### src/rtl/qpd_pkg.sv
`default_nettype none

package qpd_pkg;

  localparam int MAX_BLANK_RUN_DEF = 32;

  // characters the decoder looks for
  localparam logic [7:0] CH_EQ    = 8'h3D;
  localparam logic [7:0] CH_NL    = 8'h0A;
  localparam logic [7:0] CH_TAB   = 8'h09;
  localparam logic [7:0] CH_SPACE = 8'h20;
  localparam logic [7:0] CH_UA    = 8'h41;
  localparam logic [7:0] CH_LA    = 8'h61;
  localparam logic [7:0] CH_ZERO  = 8'h30;

  // decode modes; while failed the mode register holds the error status
  localparam logic [2:0] MODE_NORMAL    = 3'd0;
  localparam logic [2:0] MODE_BLANKS    = 3'd1;
  localparam logic [2:0] MODE_EQ        = 3'd2;
  localparam logic [2:0] MODE_EQ_BLANKS = 3'd3;
  localparam logic [2:0] MODE_HEX2      = 3'd4;

  // result status codes
  localparam logic [2:0] ST_DATA     = 3'd0;
  localparam logic [2:0] ST_BAD_CHAR = 3'd1;
  localparam logic [2:0] ST_BAD_HEX  = 3'd2;
  localparam logic [2:0] ST_OVERFLOW = 3'd3;
  localparam logic [2:0] ST_END      = 3'd4;

  typedef struct packed {
    logic       blank;
    logic       tab;
    logic       newline;
    logic       equals;
    logic       hex_ok;
    logic [3:0] hex_val;
  } char_class_t;

endpackage

`default_nettype wire

### src/rtl/qpd_byte_if.sv
`default_nettype none

interface qpd_byte_if;
  logic       valid;
  logic       ready;
  logic [7:0] in_byte;
  logic       end_of_stream;

  modport source(output valid, output in_byte, output end_of_stream, input ready);
  modport sink(input valid, input in_byte, input end_of_stream, output ready);
endinterface

`default_nettype wire

### src/rtl/qpd_result_if.sv
`default_nettype none

interface qpd_result_if;
  logic       valid;
  logic       ready;
  logic [7:0] out_byte;
  logic [2:0] status;
  logic       last;

  modport source(output valid, output out_byte, output status, output last, input ready);
  modport sink(input valid, input out_byte, input status, input last, output ready);
endinterface

`default_nettype wire

### src/rtl/qpd_ram.sv
`default_nettype none

module qpd_ram #(
  parameter int WIDTH = 1,
  parameter int DEPTH = 32
) (
  input  wire logic                                        clk,
  input  wire logic                                        wr_en,
  input  wire logic [((DEPTH > 1) ? $clog2(DEPTH) : 1)-1:0] wr_addr,
  input  wire logic [WIDTH-1:0]                            wr_data,
  input  wire logic [((DEPTH > 1) ? $clog2(DEPTH) : 1)-1:0] rd_addr,
  output logic      [WIDTH-1:0]                            rd_data
);

  logic [WIDTH-1:0] mem [DEPTH];

  always_ff @(posedge clk) begin
    if (wr_en) begin
      mem[wr_addr] <= wr_data;
    end
    rd_data <= mem[rd_addr];
  end

endmodule

`default_nettype wire

### src/rtl/qpd_char_class.sv
`default_nettype none

module qpd_char_class (
  input  wire logic [7:0]         char_in,
  output qpd_pkg::char_class_t    cls
);

  logic is_digit;
  logic is_upper;
  logic is_lower;

  always_comb begin
    is_digit = (char_in >= qpd_pkg::CH_ZERO) && (char_in <= qpd_pkg::CH_ZERO + 8'd9);
    is_upper = (char_in >= qpd_pkg::CH_UA) && (char_in <= qpd_pkg::CH_UA + 8'd5);
    is_lower = (char_in >= qpd_pkg::CH_LA) && (char_in <= qpd_pkg::CH_LA + 8'd5);

    cls.tab     = (char_in == qpd_pkg::CH_TAB);
    cls.blank   = (char_in == qpd_pkg::CH_SPACE) || cls.tab;
    cls.newline = (char_in == qpd_pkg::CH_NL);
    cls.equals  = (char_in == qpd_pkg::CH_EQ);
    cls.hex_ok  = is_digit || is_upper || is_lower;

    priority if (is_upper) begin
      cls.hex_val = 4'(char_in - qpd_pkg::CH_UA + 8'd10);
    end else if (is_lower) begin
      cls.hex_val = 4'(char_in - qpd_pkg::CH_LA + 8'd10);
    end else begin
      cls.hex_val = 4'(char_in - qpd_pkg::CH_ZERO);
    end
  end

endmodule

`default_nettype wire

### src/rtl/quoted_printable_decoder.sv
// Quoted-printable decoder.
// coded: one encoded byte per item, or an end-of-stream mark (end_of_stream
// high, in_byte ignored). decoded: decoded bytes and status items; last marks
// the final result caused by one input item, and an item may cause none.
// Both channels move an item when valid and ready are high at a clock edge.
// An item is registered when it is taken and worked on in the exec state;
// ready is high only while the sequencer is idle, so no new item is taken
// before the last one is through. A held run of spaces and tabs leaves the
// blank store one entry per cycle, while the output register is free,
// through its single read port; the byte that ended the run is worked on
// after it. Every step, with or without a result, waits for the output
// register to be free, so a stalled receiver stalls the sequencer and in
// turn the input. Errors are sticky: every later item gives one result with
// the same error status. After the end mark every item gives one end result.
// rst (synchronous, active high) clears the mode, the run length, the error
// and end flags and the output valid; the blank store needs no clearing.
`default_nettype none

module quoted_printable_decoder #(
  parameter int MAX_BLANK_RUN = qpd_pkg::MAX_BLANK_RUN_DEF
) (
  input  wire logic        clk,
  input  wire logic        rst,
  qpd_byte_if.sink         coded,
  qpd_result_if.source     decoded
);

  localparam int CW = $clog2(MAX_BLANK_RUN + 1);
  localparam int IW = (MAX_BLANK_RUN > 1) ? $clog2(MAX_BLANK_RUN) : 1;

  localparam logic [1:0] S_IDLE  = 2'd0;
  localparam logic [1:0] S_EXEC  = 2'd1;
  localparam logic [1:0] S_FLUSH = 2'd2;
  localparam logic [1:0] S_TAIL  = 2'd3;

  logic [1:0]  state, state_next;
  logic [2:0]  mode, mode_next;
  logic [CW-1:0] count, count_next;
  logic [CW-1:0] idx, idx_next, idx_inc;
  logic [3:0]  high, high_next;
  logic        finished, finished_next;
  logic        failed, failed_next;

  logic [7:0]  byte_r;
  logic        eos_r;

  logic        out_valid;
  logic [7:0]  out_byte_r;
  logic [2:0]  out_status_r;
  logic        out_last_r;

  logic        slot_free;
  logic        emit;
  logic [7:0]  emit_byte;
  logic [2:0]  emit_status;
  logic        emit_last;
  logic        do_normal;
  logic        do_fail;
  logic [2:0]  fail_code;
  logic        tail_emits;

  logic          wr_en;
  logic [IW-1:0] wr_addr;
  logic          rd_kind;

  qpd_pkg::char_class_t cls;

  qpd_char_class u_class (
    .char_in (byte_r),
    .cls     (cls)
  );

  qpd_ram #(
    .WIDTH (1),
    .DEPTH (MAX_BLANK_RUN)
  ) u_blanks (
    .clk     (clk),
    .wr_en   (wr_en),
    .wr_addr (wr_addr),
    .wr_data (cls.tab),
    .rd_addr (idx_next[IW-1:0]),
    .rd_data (rd_kind)
  );

  assign slot_free      = !out_valid || decoded.ready;
  assign coded.ready    = (state == S_IDLE) && !rst;
  assign decoded.valid  = out_valid;
  assign decoded.out_byte = out_byte_r;
  assign decoded.status = out_status_r;
  assign decoded.last   = out_last_r;

  assign idx_inc    = idx + CW'(1);
  // the byte after a flushed run gives a result of its own unless it starts a new run or an escape
  assign tail_emits = eos_r || !(cls.blank || cls.equals);

  always_comb begin
    state_next    = state;
    mode_next     = mode;
    count_next    = count;
    idx_next      = idx;
    high_next     = high;
    finished_next = finished;
    failed_next   = failed;
    emit          = 1'b0;
    emit_byte     = 8'd0;
    emit_status   = qpd_pkg::ST_DATA;
    emit_last     = 1'b1;
    do_normal     = 1'b0;
    do_fail       = 1'b0;
    fail_code     = qpd_pkg::ST_BAD_HEX;
    wr_en         = 1'b0;
    wr_addr       = count[IW-1:0];

    unique case (state)
      S_IDLE: begin
        if (coded.valid) begin
          state_next = S_EXEC;
        end
      end
      S_EXEC: begin
        if (slot_free) begin
          state_next = S_IDLE;
          priority if (failed) begin
            emit        = 1'b1;
            emit_status = mode;
          end else if (finished) begin
            emit        = 1'b1;
            emit_status = qpd_pkg::ST_END;
          end else begin
            unique case (mode)
              qpd_pkg::MODE_BLANKS: begin
                priority if (eos_r || !(cls.blank || cls.newline)) begin
                  idx_next   = '0;
                  state_next = S_FLUSH;
                end else if (cls.blank) begin
                  if (count >= CW'(MAX_BLANK_RUN)) begin
                    do_fail   = 1'b1;
                    fail_code = qpd_pkg::ST_OVERFLOW;
                  end else begin
                    wr_en      = 1'b1;
                    count_next = count + CW'(1);
                  end
                end else begin
                  // newline drops the held run
                  count_next = '0;
                  mode_next  = qpd_pkg::MODE_NORMAL;
                  emit       = 1'b1;
                  emit_byte  = qpd_pkg::CH_NL;
                end
              end
              qpd_pkg::MODE_EQ: begin
                priority if (eos_r) begin
                  finished_next = 1'b1;
                  mode_next     = qpd_pkg::MODE_NORMAL;
                  emit          = 1'b1;
                  emit_status   = qpd_pkg::ST_END;
                end else if (cls.blank) begin
                  mode_next = qpd_pkg::MODE_EQ_BLANKS;
                end else if (cls.newline) begin
                  mode_next = qpd_pkg::MODE_NORMAL;
                end else if (cls.hex_ok) begin
                  high_next = cls.hex_val;
                  mode_next = qpd_pkg::MODE_HEX2;
                end else begin
                  do_fail   = 1'b1;
                  fail_code = qpd_pkg::ST_BAD_HEX;
                end
              end
              qpd_pkg::MODE_EQ_BLANKS: begin
                priority if (eos_r) begin
                  do_fail   = 1'b1;
                  fail_code = qpd_pkg::ST_BAD_CHAR;
                end else if (cls.newline) begin
                  mode_next = qpd_pkg::MODE_NORMAL;
                end else if (!cls.blank) begin
                  do_fail   = 1'b1;
                  fail_code = qpd_pkg::ST_BAD_CHAR;
                end else begin
                  mode_next = qpd_pkg::MODE_EQ_BLANKS;
                end
              end
              qpd_pkg::MODE_HEX2: begin
                if (eos_r || !cls.hex_ok) begin
                  do_fail   = 1'b1;
                  fail_code = qpd_pkg::ST_BAD_HEX;
                end else begin
                  emit      = 1'b1;
                  emit_byte = {high, cls.hex_val};
                  mode_next = qpd_pkg::MODE_NORMAL;
                end
              end
              default: begin
                if (eos_r) begin
                  finished_next = 1'b1;
                  mode_next     = qpd_pkg::MODE_NORMAL;
                  emit          = 1'b1;
                  emit_status   = qpd_pkg::ST_END;
                end else begin
                  do_normal = 1'b1;
                end
              end
            endcase
          end
        end
      end
      S_FLUSH: begin
        if (slot_free) begin
          emit      = 1'b1;
          emit_byte = rd_kind ? qpd_pkg::CH_TAB : qpd_pkg::CH_SPACE;
          emit_last = (idx_inc == count) && !tail_emits;
          idx_next  = idx_inc;
          if (idx_inc == count) begin
            count_next = '0;
            state_next = S_TAIL;
          end
        end
      end
      default: begin
        if (slot_free) begin
          state_next = S_IDLE;
          if (eos_r) begin
            finished_next = 1'b1;
            mode_next     = qpd_pkg::MODE_NORMAL;
            emit          = 1'b1;
            emit_status   = qpd_pkg::ST_END;
          end else begin
            do_normal = 1'b1;
          end
        end
      end
    endcase

    if (do_normal) begin
      priority if (cls.blank) begin
        wr_en      = 1'b1;
        wr_addr    = '0;
        count_next = CW'(1);
        mode_next  = qpd_pkg::MODE_BLANKS;
      end else if (cls.equals) begin
        mode_next = qpd_pkg::MODE_EQ;
      end else begin
        emit      = 1'b1;
        emit_byte = byte_r;
        mode_next = qpd_pkg::MODE_NORMAL;
      end
    end

    if (do_fail) begin
      failed_next = 1'b1;
      mode_next   = fail_code;
      count_next  = '0;
      emit        = 1'b1;
      emit_byte   = 8'd0;
      emit_status = fail_code;
    end
  end

  always_ff @(posedge clk) begin
    if (rst) begin
      state    <= S_IDLE;
      mode     <= qpd_pkg::MODE_NORMAL;
      count    <= '0;
      idx      <= '0;
      high     <= '0;
      finished <= 1'b0;
      failed   <= 1'b0;
    end else begin
      state    <= state_next;
      mode     <= mode_next;
      count    <= count_next;
      idx      <= idx_next;
      high     <= high_next;
      finished <= finished_next;
      failed   <= failed_next;
    end
  end

  always_ff @(posedge clk) begin
    if (coded.valid && coded.ready) begin
      byte_r <= coded.in_byte;
      eos_r  <= coded.end_of_stream;
    end
  end

  always_ff @(posedge clk) begin
    if (rst) begin
      out_valid <= 1'b0;
    end else if (emit) begin
      out_valid <= 1'b1;
    end else if (decoded.ready) begin
      out_valid <= 1'b0;
    end
  end

  always_ff @(posedge clk) begin
    if (emit) begin
      out_byte_r   <= emit_byte;
      out_status_r <= emit_status;
      out_last_r   <= emit_last;
    end
  end

endmodule

`default_nettype wire

### src/flat_wrapper.sv
// flat-port wrapper written by rule: the top's interface ports become plain ports
module quoted_printable_decoder_flat 
#(
  parameter int MAX_BLANK_RUN = qpd_pkg::MAX_BLANK_RUN_DEF
)
  (clk, rst, coded_valid, coded_in_byte, coded_end_of_stream, coded_ready, decoded_valid, decoded_out_byte, decoded_status, decoded_last, decoded_ready);
  qpd_byte_if coded_i ();
  qpd_result_if decoded_i ();
  input  wire logic clk;
  input  wire logic rst;
  input wire logic [$bits(coded_i.valid)-1:0] coded_valid;
  input wire logic [$bits(coded_i.in_byte)-1:0] coded_in_byte;
  input wire logic [$bits(coded_i.end_of_stream)-1:0] coded_end_of_stream;
  output wire logic [$bits(coded_i.ready)-1:0] coded_ready;
  output wire logic [$bits(decoded_i.valid)-1:0] decoded_valid;
  output wire logic [$bits(decoded_i.out_byte)-1:0] decoded_out_byte;
  output wire logic [$bits(decoded_i.status)-1:0] decoded_status;
  output wire logic [$bits(decoded_i.last)-1:0] decoded_last;
  input wire logic [$bits(decoded_i.ready)-1:0] decoded_ready;
  assign coded_i.valid = coded_valid;
  assign coded_i.in_byte = coded_in_byte;
  assign coded_i.end_of_stream = coded_end_of_stream;
  assign coded_ready = coded_i.ready;
  assign decoded_valid = decoded_i.valid;
  assign decoded_out_byte = decoded_i.out_byte;
  assign decoded_status = decoded_i.status;
  assign decoded_last = decoded_i.last;
  assign decoded_i.ready = decoded_ready;
  quoted_printable_decoder #(.MAX_BLANK_RUN(MAX_BLANK_RUN)) u_core (.clk(clk), .rst(rst), .coded(coded_i), .decoded(decoded_i));
endmodule
### config.mk
export PLATFORM = sky130hd
export DESIGN_NAME = quoted_printable_decoder_flat
export DESIGN_NICKNAME = d
export VERILOG_FILES = /design/src/rtl/qpd_pkg.sv /design/src/rtl/qpd_byte_if.sv /design/src/rtl/qpd_result_if.sv /design/src/rtl/qpd_ram.sv /design/src/rtl/qpd_char_class.sv /design/src/rtl/quoted_printable_decoder.sv /design/src/flat_wrapper.sv
export SDC_FILE = /design/constraint.sdc
export NUM_CORES = 1
export LEC_CHECK = 0
export BUFFER_PORTS_ARGS = -buffer_cell sky130_fd_sc_hd__buf_4
export CAP_MARGIN = 40
export CELL_PAD_IN_SITES_DETAIL_PLACEMENT = 0
export CELL_PAD_IN_SITES_GLOBAL_PLACEMENT = 1
export CORE_ASPECT_RATIO = 1.75
export CORE_UTILIZATION = 48
export DETAILED_ROUTE_END_ITERATION = 10
export GPL_ROUTABILITY_DRIVEN = 0
export PLACE_DENSITY_LB_ADDON = 0.1
export REMOVE_ABC_BUFFERS = 1
export SLEW_MARGIN = 15
export SYNTH_ARGS = -nofsm -noshare
export SYNTH_HDL_FRONTEND = slang
export SYNTH_HIERARCHICAL = 1
export SYNTH_SLANG_ARGS = --single-unit
export TNS_END_PERCENT = 10
### constraint.sdc
create_clock -name clk -period 3.6 [get_ports clk]
set_clock_uncertainty 0.05 [all_clocks]
set_input_delay 0.18 -clock clk [delete_from_list [all_inputs] [get_ports clk]]
set_output_delay 0.18 -clock clk [all_outputs]
set_load 0.02 [all_outputs]
==> run metrics, run 1 <==
core area around 9200 sq um; Critical Path RT 3.77 ns; GRT busiest layer met2; Worst-path clk slew 0.06 ns; Top delay family on crit path compound AO/OA/AOI/OAI gates; Slew Viols, Final 0; port buffer count 26; share of cells above drive strength 1 15.0%; most common cell after layout, fill and taps aside nor2_1; GRT met2 Usage 49.1%; Clock Latency Late Sink 0.34 ns; buffers and inverters on the worst path 1; die width 75.6 um; Mapped Cells 460; std cell rows 46; Primary FF master, synth edfxtp_1; Crit Path Max Fanout 8; Critical Path Start Type register; worst vdd ir 0.000292 V; post-CTS setup buffer count 0; Starting Density between 40% and 50%; max-cap violations 0; flops & latches, synth 78; P_leak 1.86 nW; Clock Tree Root clkbuf_16; GR Util met1 between 20% and 30%; total track usage 26.1%; post-layout util 58.1%; via count 3735; Slowest-stage cell, CP edfxtp_1; CTS max path bufs 2; Overflow after GRT 0; first-pass GRT wire length 18.7 mm; commonest cells after routing, fill and taps aside nor2_1 (77), edfxtp_1 (53), buf_4 (37), nand2_1 (27), dfxtp_1 (25); internal power 1.81 mW; Cell Pwr Density between 400 and 500 nW/um^2; pin count of the biggest net entering global routing 33; I/O Pins 27; Hold Fails Final Rpt 0; Synth Cell Area 4550 sq um; Detail Route Antenna Nets 0; Sw Pwr 726 uW; drt pass-1 iters 4; Fmax between 0.3 and 0.4 GHz; Slew headroom 56.8%; H-tree Lvls 3; Via density 5.98; Layout area overhead 16.9%; CTS sink count 78; power share of the clock group 39.5%; met3 GRT Util 3.60%; switch share 28.6%; Synth Warn # 6; EDFF count, synth 53; crit share post-route approximately 92%; worst min path class input port to register; ys async rst share 0%; Post-Syn Area per Cell a little under 10 sq um; CP Class register to register; count of cell types in the netlist 74; unrepaired setup endpoints after global routing no; post-synthesis sequential area ratio 45.9%; Die Area 9890 sq um; nets@finish between 500 and 600; die height 131 um; Min Clock Period, post-route around 3.3 ns; Least-Margin Pin Slew around 0.64 ns; hpwl dp 8.91 mm; sequential group share of total power between 40% and 50%; worst-path cell chain inv_1 > ha_1 > nand3b_1 > o21a_1 > nor2_1 > o21bai_1 > a41o_1 > nand2_1 > or3_1 > a21o_1 > and2b_1 > a22oi_1 > nand4b_1 > a21oi_1 > a311o_1; final WL around 12 mm; Worst setup EP type register; 1st-iter DRT viols approximately 210; # fillers 810; vias in the first global route 3755; fin worst setup slack 0.278 ns; cts bufs inserted 9; data arrival time of the worst path approximately 3.5 ns; setup_tns 0 ns; antenna fix cells 0; initial antenna violation count 0; final setup violation count 0; status completed; CTS tree done; WL per Instance roughly 19 um; Post-route DRC 0; power share of the combinational group 18.9%; max incr delay on CP 0.51 ns; pre-CTS setup slack 0.312 ns
synthesized netlist by cell type (9+ instances only):
cell type / instances / area (sq um)
a21oi_1: 21 / 105
and2_1: 9 / 56.3
buf_2: 11 / 55.1
dfxtp_1: 25 / 500
edfxtp_1: 53 / 1590
ha_1: 12 / 150
inv_1: 14 / 52.6
mux2i_1: 23 / 230
nand2_1: 27 / 101
nand3_1: 16 / 80.1
nor2_1: 77 / 289
nor2b_1: 11 / 68.8
o21ai_0: 11 / 55.1
metal layers:
layer | share of wire [%] | vias to the layer above
met1 | 35 | 1810
met2 | 57 | 102
met4 | 4.0 | 0
met5 | 0 | -
met3 | 3.3 | 32
li1 | - | 1791
stage by stage:
step	hold WS [ns]	cells	total power, mW	instance area, sq um
after floorplan	0.199	442	1.37	4450
after global placement	0.309	600	1.54	4900
after detailed placement	0.310	600	1.54	4900
after CTS	0.118	625	2.55	5320
after global routing	0.139	625	2.64	5320
final	0.131	625	2.54	5320
registers in the layout, summed over array words and instances, names as in the netlist:
| register | cells |
|---|---|
| u_core/u_blanks/rd_data | 1 |
| u_core/failed | 1 |
| u_core/u_blanks/mem | 32 |
| u_core/decoded.last | 1 |
| u_core/mode | 3 |
| u_core/count | 6 |
| u_core/idx | 6 |
| u_core/finished | 1 |
| u_core/decoded.status | 3 |
| u_core/decoded.valid | 1 |
| u_core/state | 2 |
| u_core/high | 4 |
| u_core/byte_r | 8 |
| u_core/eos_r | 1 |
| u_core/decoded.out_byte | 8 |
cell type report:
| class | instances | area, sq um | share of cell area, % |
|---|---|---|---|
| inverter | 16 | 60.1 | 1.13 |
| timing repair buffer | 47 | 388 | 7.29 |
| clock buffer | 9 | 225 | 4.23 |
| multi-input combinational | 348 | 2300 | 43.2 |
| sequential | 78 | 2090 | 39.3 |
| tap | 120 | 150 | 2.82 |
| clock inverter | 7 | 105 | 1.98 |
power by group through the flow:
stage               combinational [mW]  clock, mW  sequential [mW]
floorplan                        0.256          0             1.11
global placement                 0.466          0             1.07
detailed placement               0.467          0             1.07
CTS                              0.477       1.02             1.05
global route                     0.518       1.06             1.06
finish                           0.480       1.00             1.05
final timing paths:
path / start / slack (ns) / cells past startpoint / to
setup reg to reg: u_core/byte_r[0] / 0.28 / 15 / u_core/u_blanks/rd_data
hold / removal: rst / 0.13 / 2 / u_core/idx[5]
hold reg to reg: u_core/finished / 0.44 / 2 / u_core/finished
setup / recovery: u_core/byte_r[0] / 0.28 / 15 / u_core/u_blanks/rd_data
worst register-to-register path: stages, from the launching register on:
cell and delay [ns]:
edfxtp_1 0.51, inv_1 0.11, ha_1 0.24, nand3b_1 0.09, o21a_1 0.12, nor2_1 0.04
o21bai_1 0.27, a41o_1 0.22, nand2_1 0.11, or3_1 0.39, a21o_1 0.22, and2b_1 0.27
a22oi_1 0.10, nand4b_1 0.10, a21oi_1 0.05, a311o_1 0.32
kinds of logic (layout without fill, tap and decap cells):
logic type,Yosys count,in the layout,synth area share (%)
fa+ha+maj,12,12,3.30
flops,78,78,45.9
buf+inv,34,79,3.63
mux,23,23,5.06
xor+xnor,8,8,1.54
compound gates,103,103,17.1
simple gates,202,202,23.4
what timing repair did:
| item | in CTS | in global routing |
|---|---|---|
| endpoints found under the hold margin | 9 | 0 |
| hold buffers | 9 | 0 |
| gates resized for setup | 0 | 0 |
Power figures use the tool's default switching activity.
==> inputs of run 2 (changes only) <==
Settings changed: PLACE_DENSITY_LB_ADDON 0.1 to 0.15, SYNTH_HIERARCHICAL 1 to default.
==> run 2 against run 1 <==
Compared with the run above:
- utilization about the same
- largest cell class unchanged
- synthesized cell count down 2.2%
- clock power about the same
==> run metrics, run 2 <==
status completed; buffers and inverters on the worst path 2 (+1); Top delay family on crit path simple AND/OR/NAND/NOR gates; worst vdd ir 0.000384 V (+32%); pin count of the biggest net entering global routing 33 (unchanged); Hold Path Stages 2 (unchanged); CTS tree done; unrepaired setup endpoints after global routing no; Slowest-stage cell, CP edfxtp_1; worst min path class input port to register; first-pass GRT wire length 18.0 mm (-3.8%); count of cell types in the netlist 59 (-20%); 1st-iter DRT viols 328 (+59%); Least-Margin Pin Slew 0.606 ns (-0.0347 ns); Critical Path RT 3.59 ns (-0.18 ns); Primary FF master, synth edfxtp_1; Largest register FFs 32 (unchanged); via count 3560 (-4.7%); CP Depth 11 (-4); Slew Viols, Final 0 (unchanged); worst-path cell chain inv_1 > ha_1 > nor3b_1 > a311oi_4 > a211oi_1 > o211ai_1 > a21oi_1 > and2_1 > nor2_1 > nand2_1 > buf_4; WL per Instance 18.2 um (-2.7%); std cell rows 46 (unchanged); # hold bufs at CTS 9 (unchanged); internal power 1.75 mW (-3.5%); Clock Latency Late Sink 0.35 ns (about the same); Min Clock Period, post-route 3.35 ns (+0.0314 ns); max-cap violations 0 (unchanged); post-synth top area cell edfxtp_1; Fmax 0.298 GHz (-0.94%); Post-route DRC 0 (unchanged); core area 8980 sq um (-1.9%); Sw Pwr 620 uW (-15%); Hold Fails Final Rpt 0 (unchanged); most frequent cells after synthesis nor2_1 (76), edfxtp_1 (53), mux2i_1 (35), nand2_1 (32), dfxtp_1 (25); Mapped Cells 450 (-2.2%); worst r2r src u_core.byte_r[0]; EDFF count, synth 53 (unchanged); Crit Path Max Fanout 12 (+4); PostCTS Resize Cnt 0 (unchanged); post-layout util 58.1% (about the same); total track usage 25.9% (-0.23 points); power share of the combinational group 14.6% (-4.3 points); nets@finish 516 (-1.7%); I/O Pins 27 (unchanged); most common cell in the netlist nor2_1; largest cells by area after synthesis edfxtp_1 (36%), dfxtp_1 (11%), mux2i_1 (7.9%), nor2_1 (6.5%), ha_1 (3.1%); final WL 11.2 mm (-4.0%); CTS sink count 78 (unchanged); Critical Path Start Type register; Cell Pwr Density 454 nW/um^2 (-4.8%); most common cell after layout, fill and taps aside nor2_1; Starting Density 49.2% (-0.55 points); die width 74.5 um (-1.5%); final setup violation count 0 (unchanged); antenna fix cells 0 (unchanged); switch share 26.2% (-2.4 points); ys async rst share 0% (unchanged); Slew headroom 59.0% (+2.2 points); Crit. Startpoint u_core.byte_r[0]; r2r worst-path depth 11 (-4); Worst setup EP type register; Via density 5.77 (-3.4%); crit share post-route 93.2% (+0.87 points); die height 129 um (-1.5%); Clock Tree Root clkbuf_16; hpwl dp 8.32 mm (-6.7%); power share of the clock group 42.4% (+2.9 points); top cell type's share of synthesized area 36.0% (+1.1 points); post-synthesis sequential area ratio 47.4% (+1.4 points); # fillers 814 (+0.49%); Overflow after GRT 0 (unchanged); Synth Cell Area 4420 sq um (-3.0%); setup_tns 0 ns (unchanged); flops & latches, synth 78 (unchanged); Detail Route Antenna Nets 0 (unchanged); Largest Register u_core.u_blanks.mem; Die Area 9610 sq um (-2.9%); commonest cells after routing, fill and taps aside nor2_1 (76), edfxtp_1 (53), buf_4 (46), mux2i_1 (35), nand2_1 (32); share of cells above drive strength 1 15.3% (+0.24 points); Layout area overhead 18.1%; Worst-path clk slew 0.07 ns (about the same); Synth Warn # 0 (-6); Post-Syn Area per Cell 9.82 sq um (-0.81%); max incr delay on CP 0.51 ns (about the same); CP Class register to register; data arrival time of the worst path 3.35 ns (-0.15 ns); vias in the first global route 3613 (-3.8%); post-CTS setup buffer count 0 (unchanged); sequential group share of total power 43.0% (+1.4 points); P_leak 1.90 nW (+2.3%); HP Start rst; cts bufs inserted 9 (unchanged); port buffer count 26 (unchanged); initial antenna violation count 0 (unchanged); drt pass-1 iters 4 (unchanged); H-tree Lvls 3 (unchanged); placed cell count 592 (-1.3%); CTS max path bufs 2 (unchanged); fin cells 617 (-1.3%)
==> run 2: cells by family after synthesis <==
kind of cell,after synthesis,share of synthesized area (%)
compound gates,89,14.3
fa+ha+maj,11,3.12
xor+xnor,12,2.72
mux,37,8.44
flops,78,47.4
buf+inv,37,3.74
simple gates,186,20.3
==> run 2: power by group through the flow <==
| stage | sequential (mW) | combinational [mW] | clock, mW |
|---|---|---|---|
| 6_report | 1.02 | 0.345 | 1.00 |
| 5_1_grt | 1.02 | 0.376 | 1.05 |
| 4_1_cts | 1.02 | 0.343 | 1.01 |
| 3_5_place_dp | 1.04 | 0.333 | 0 |
| 3_3_place_gp | 1.04 | 0.334 | 0 |
| 2_1_floorplan | 1.07 | 0.171 | 0 |
==> run 2: through the flow <==
step,total power [mW],hold WS (ns),setup slack (ns),area [sq um]
floorplan,1.24,0.199,0.142,4300
global placement,1.37,0.308,0.289,4800
detailed placement,1.37,0.309,0.325,4800
CTS,2.37,0.151,0.305,5220
global route,2.45,0.162,0.0643,5220
finish,2.37,0.148,0.246,5220
==> run 2: path summary, 6_finish.rpt <==
kind	endpoint	slack [ns]
max	u_core.decoded.out_byte[2]	0.25
max reg2reg	u_core.decoded.out_byte[2]	0.25
min reg2reg	u_core.finished	0.45
min	u_core.finished	0.15
==> run 2: routing by layer <==
layer  up-vias  global-route usage [%]  routed length [um]  share of wire [%]
li1       1729                       -                   -                  -
met1      1698                    26.0                3990                 35
met2        97                    47.8                6340                 56
met3        36                    4.62                 387                3.4
met4         0                    15.0                 525                4.7
met5         -                       0                   0                  0
==> run 2: area by class of cell <==
type | instances | area (sq um) | share of cell area, %
Sequential cell | 78 | 2090 | 40.1
Inverter | 13 | 48.8 | 0.935
Multi-Input combinational cell | 335 | 2160 | 41.4
Timing Repair Buffer | 55 | 435 | 8.35
Clock buffer | 9 | 225 | 4.32
Clock inverter | 7 | 105 | 2.01
Tap cell | 120 | 150 | 2.88
==> inputs of run 3 (changes only) <==
--- a/config.mk
+++ b/config.mk
@@ -11,5 +11,5 @@
 export CELL_PAD_IN_SITES_GLOBAL_PLACEMENT = 1
 export CORE_ASPECT_RATIO = 1.75
-export CORE_UTILIZATION = 48
+export CORE_UTILIZATION = 50
 export DETAILED_ROUTE_END_ITERATION = 10
 export GPL_ROUTABILITY_DRIVEN = 0
==> constraint.sdc (replaced) <==
create_clock -name clk -period 4.2 [get_ports clk]
set_clock_uncertainty 0.05 [all_clocks]
set_input_delay 0.21 -clock clk [delete_from_list [all_inputs] [get_ports clk]]
set_output_delay 0.21 -clock clk [all_outputs]
set_load 0.005 [all_outputs]
==> run 3 against run 2 <==
Compared with the run above:
- wire length shrank 1.8%
- global-route usage grew 0.26 points
- die area shrank 3.9%
- clock power shrank 22%
- via count grew 0.39%
- sequential share of layout area grew 1.2 points
- first-iteration DRC count grew 1.2%
- count of clock-buffer cells in the layout grew 1
- critical path depth shrank 2
- design area shrank 2.9%
- critical path type unchanged
- critical endpoint is now u_core.decoded.out_byte[4]
==> run metrics, run 3 (synthesized netlist as in run 2, its figures left out) <==
status completed; Tot Pwr 1.90 mW (-20%); Multi-input gate area 2160 sq um (unchanged); final WL 11.0 mm (-1.8%); unrepaired setup endpoints after global routing no; core area 8610 sq um (-4.1%); Largest register FFs 32 (unchanged); GRT busiest layer met2; P_leak 1.80 nW (-5.1%); Least-Margin Pin Slew 0.765 ns (+0.159 ns); CP Class register to register; worst r2r src u_core.byte_r[0]; CTS tree done; FF+latch area 2090 sq um (unchanged); nets@finish 501 (-2.9%); Via density 5.97 (+3.4%); std cell rows 45 (-2.2%); Clock Latency Late Sink 0.34 ns (about the same); max-cap violations 0 (unchanged); Critical Path Start Type register; cts bufs inserted 9 (unchanged); Cell Pwr Density 376 nW/um^2 (-17%); flop2flop setup slack 0.47 ns (+0.23 ns); data arrival time of the worst path 3.66 ns (+0.31 ns); die width 73.1 um (-2.0%); most common cell after layout, fill and taps aside nor2_1; # fillers 784 (-3.7%); drt pass-1 iters 6 (+2); GR Util met1 27.2% (+1.2 points); pin count of the biggest net entering global routing 33 (unchanged); Detail Route Antenna Nets 0 (unchanged); PostCTS Resize Cnt 0 (unchanged); via count 3574 (+0.39%); worst min path class input port to register; Clock Tree Root clkbuf_16; Worst setup EP type register; Slew Viols, Final 0 (unchanged); initial antenna violation count 0 (unchanged); vias in the first global route 3576 (-1.0%); Fmax 0.268 GHz (-10%); FF-to-FF End u_core.decoded.out_byte[4]; total track usage 26.1% (+0.26 points); Layout area overhead 14.6%; 1st-iter DRT viols 332 (+1.2%); HP Start coded_in_byte[0]; Hold Path Stages 1 (-1); share of cells above drive strength 1 12.7% (-2.6 points); r2r worst-path depth 9 (-2); crit share post-route 88.7% (-4.4 points); worst vdd ir 0.000321 V (-16%); Min Clock Period, post-route 3.73 ns (+0.374 ns); final setup violation count 0 (unchanged); first-pass GRT wire length 18.1 mm (+0.31%); Critical Path RT 4.13 ns (+0.54 ns); antenna fix cells 0 (unchanged); CTS max path bufs 2 (unchanged); setup_tns 0 ns (unchanged); H-tree Lvls 3 (unchanged); GRT met2 Usage 49.0% (+1.2 points); port buffer count 26 (unchanged); Overflow after GRT 0 (unchanged); I/O Pins 27 (unchanged); Largest Register u_core.u_blanks.mem; Worst-path clk slew 0.06 ns (about the same); WL per Instance 18.4 um (+1.1%); Post-route DRC 0 (unchanged); Hold Fails Final Rpt 0 (unchanged); met3 GRT Util 3.49% (-1.1 points); Die Area 9230 sq um (-3.9%); die height 126 um (-2.0%); Slew headroom 48.9% (-10 points); post-CTS setup buffer count 0 (unchanged); post-layout util 58.8% (+0.68 points); Worst Hold End u_core.byte_r[0]; Crit Path Max Fanout 12 (unchanged); hpwl dp 8.07 mm (-3.0%); commonest cells after routing, fill and taps aside nor2_1 (76), edfxtp_1 (53), mux2i_1 (35), nand2_1 (32), buf_4 (31); # hold bufs at CTS 8 (-1); Starting Density 51.3% (+2.1 points); CTS sink count 78 (unchanged)
## run 3: cell count changes in the layout (fill, tap and decap cells not counted), sizes merged
cell / before / now
buf: 46 / 32
clkinv: 2 / 0
clkinvlp: 1 / 3
bufinv: 2 / 1
clkbuf: 9 / 10
dlygate4sd3: 9 / 8
## run 3: cell type report
class | count | share of cell area [%]
Tap cell | 117 | 2.89
Clock inverter | 6 | 1.38
Inverter | 13 | 0.963
Clock buffer | 10 | 4.52
Timing Repair Buffer | 40 | 6.27
Sequential cell | 78 | 41.3
Multi-Input combinational cell | 335 | 42.7
## run 3: how the worst max path moves through the flow
stage                          start                    endpoint
finish              u_core.byte_r[0]  u_core.decoded.out_byte[4]
global route        u_core.byte_r[0]    u_core.decoded.status[2]
CTS                 u_core.byte_r[0]  u_core.decoded.out_byte[6]
detailed placement  u_core.byte_r[0]  u_core.decoded.out_byte[2]
global placement    u_core.byte_r[2]  u_core.decoded.out_byte[0]
floorplan           u_core.byte_r[2]      u_core.u_blanks.mem[0]
## run 3: where the power goes
part	total, mW	internal [mW]	switching (mW)
registers	0.882	0.854	0.0280
clock network	0.777	0.464	0.313
logic	0.246	0.101	0.145
total	1.90	1.42	0.486
## run 3: metal layers
metal / share of wire [%] / vias up
met5: 0 / -
met1: 36 / 1719
met2: 56 / 111
li1: - / 1700
met4: 4.6 / 0
met3: 3.7 / 44
## run 3: worst max-delay path: stages (launching register included)
cell      delay [ns]
edfxtp_1        0.52
inv_1           0.16
ha_1            0.19
nor4bb_1        0.62
a22o_1          0.43
a31oi_1         0.17
a21oi_1         0.21
and2_1          0.44
nor2_1          0.12
nand2_1         0.44
## run 3: stage by stage
| step | hold slack, ns | setup WS [ns] | instances | area, sq um |
|---|---|---|---|---|
| 2_1_floorplan | 0.229 | 0.742 | 426 | 4300 |
| 3_3_place_gp | 0.340 | 0.729 | 574 | 4680 |
| 3_5_place_dp | 0.339 | 0.634 | 575 | 4690 |
| 4_1_cts | 0.000678 | 0.619 | 599 | 5060 |
| 5_1_grt | 0.00199 | 0.339 | 599 | 5060 |
| 6_report | 0.00491 | 0.473 | 599 | 5060 |
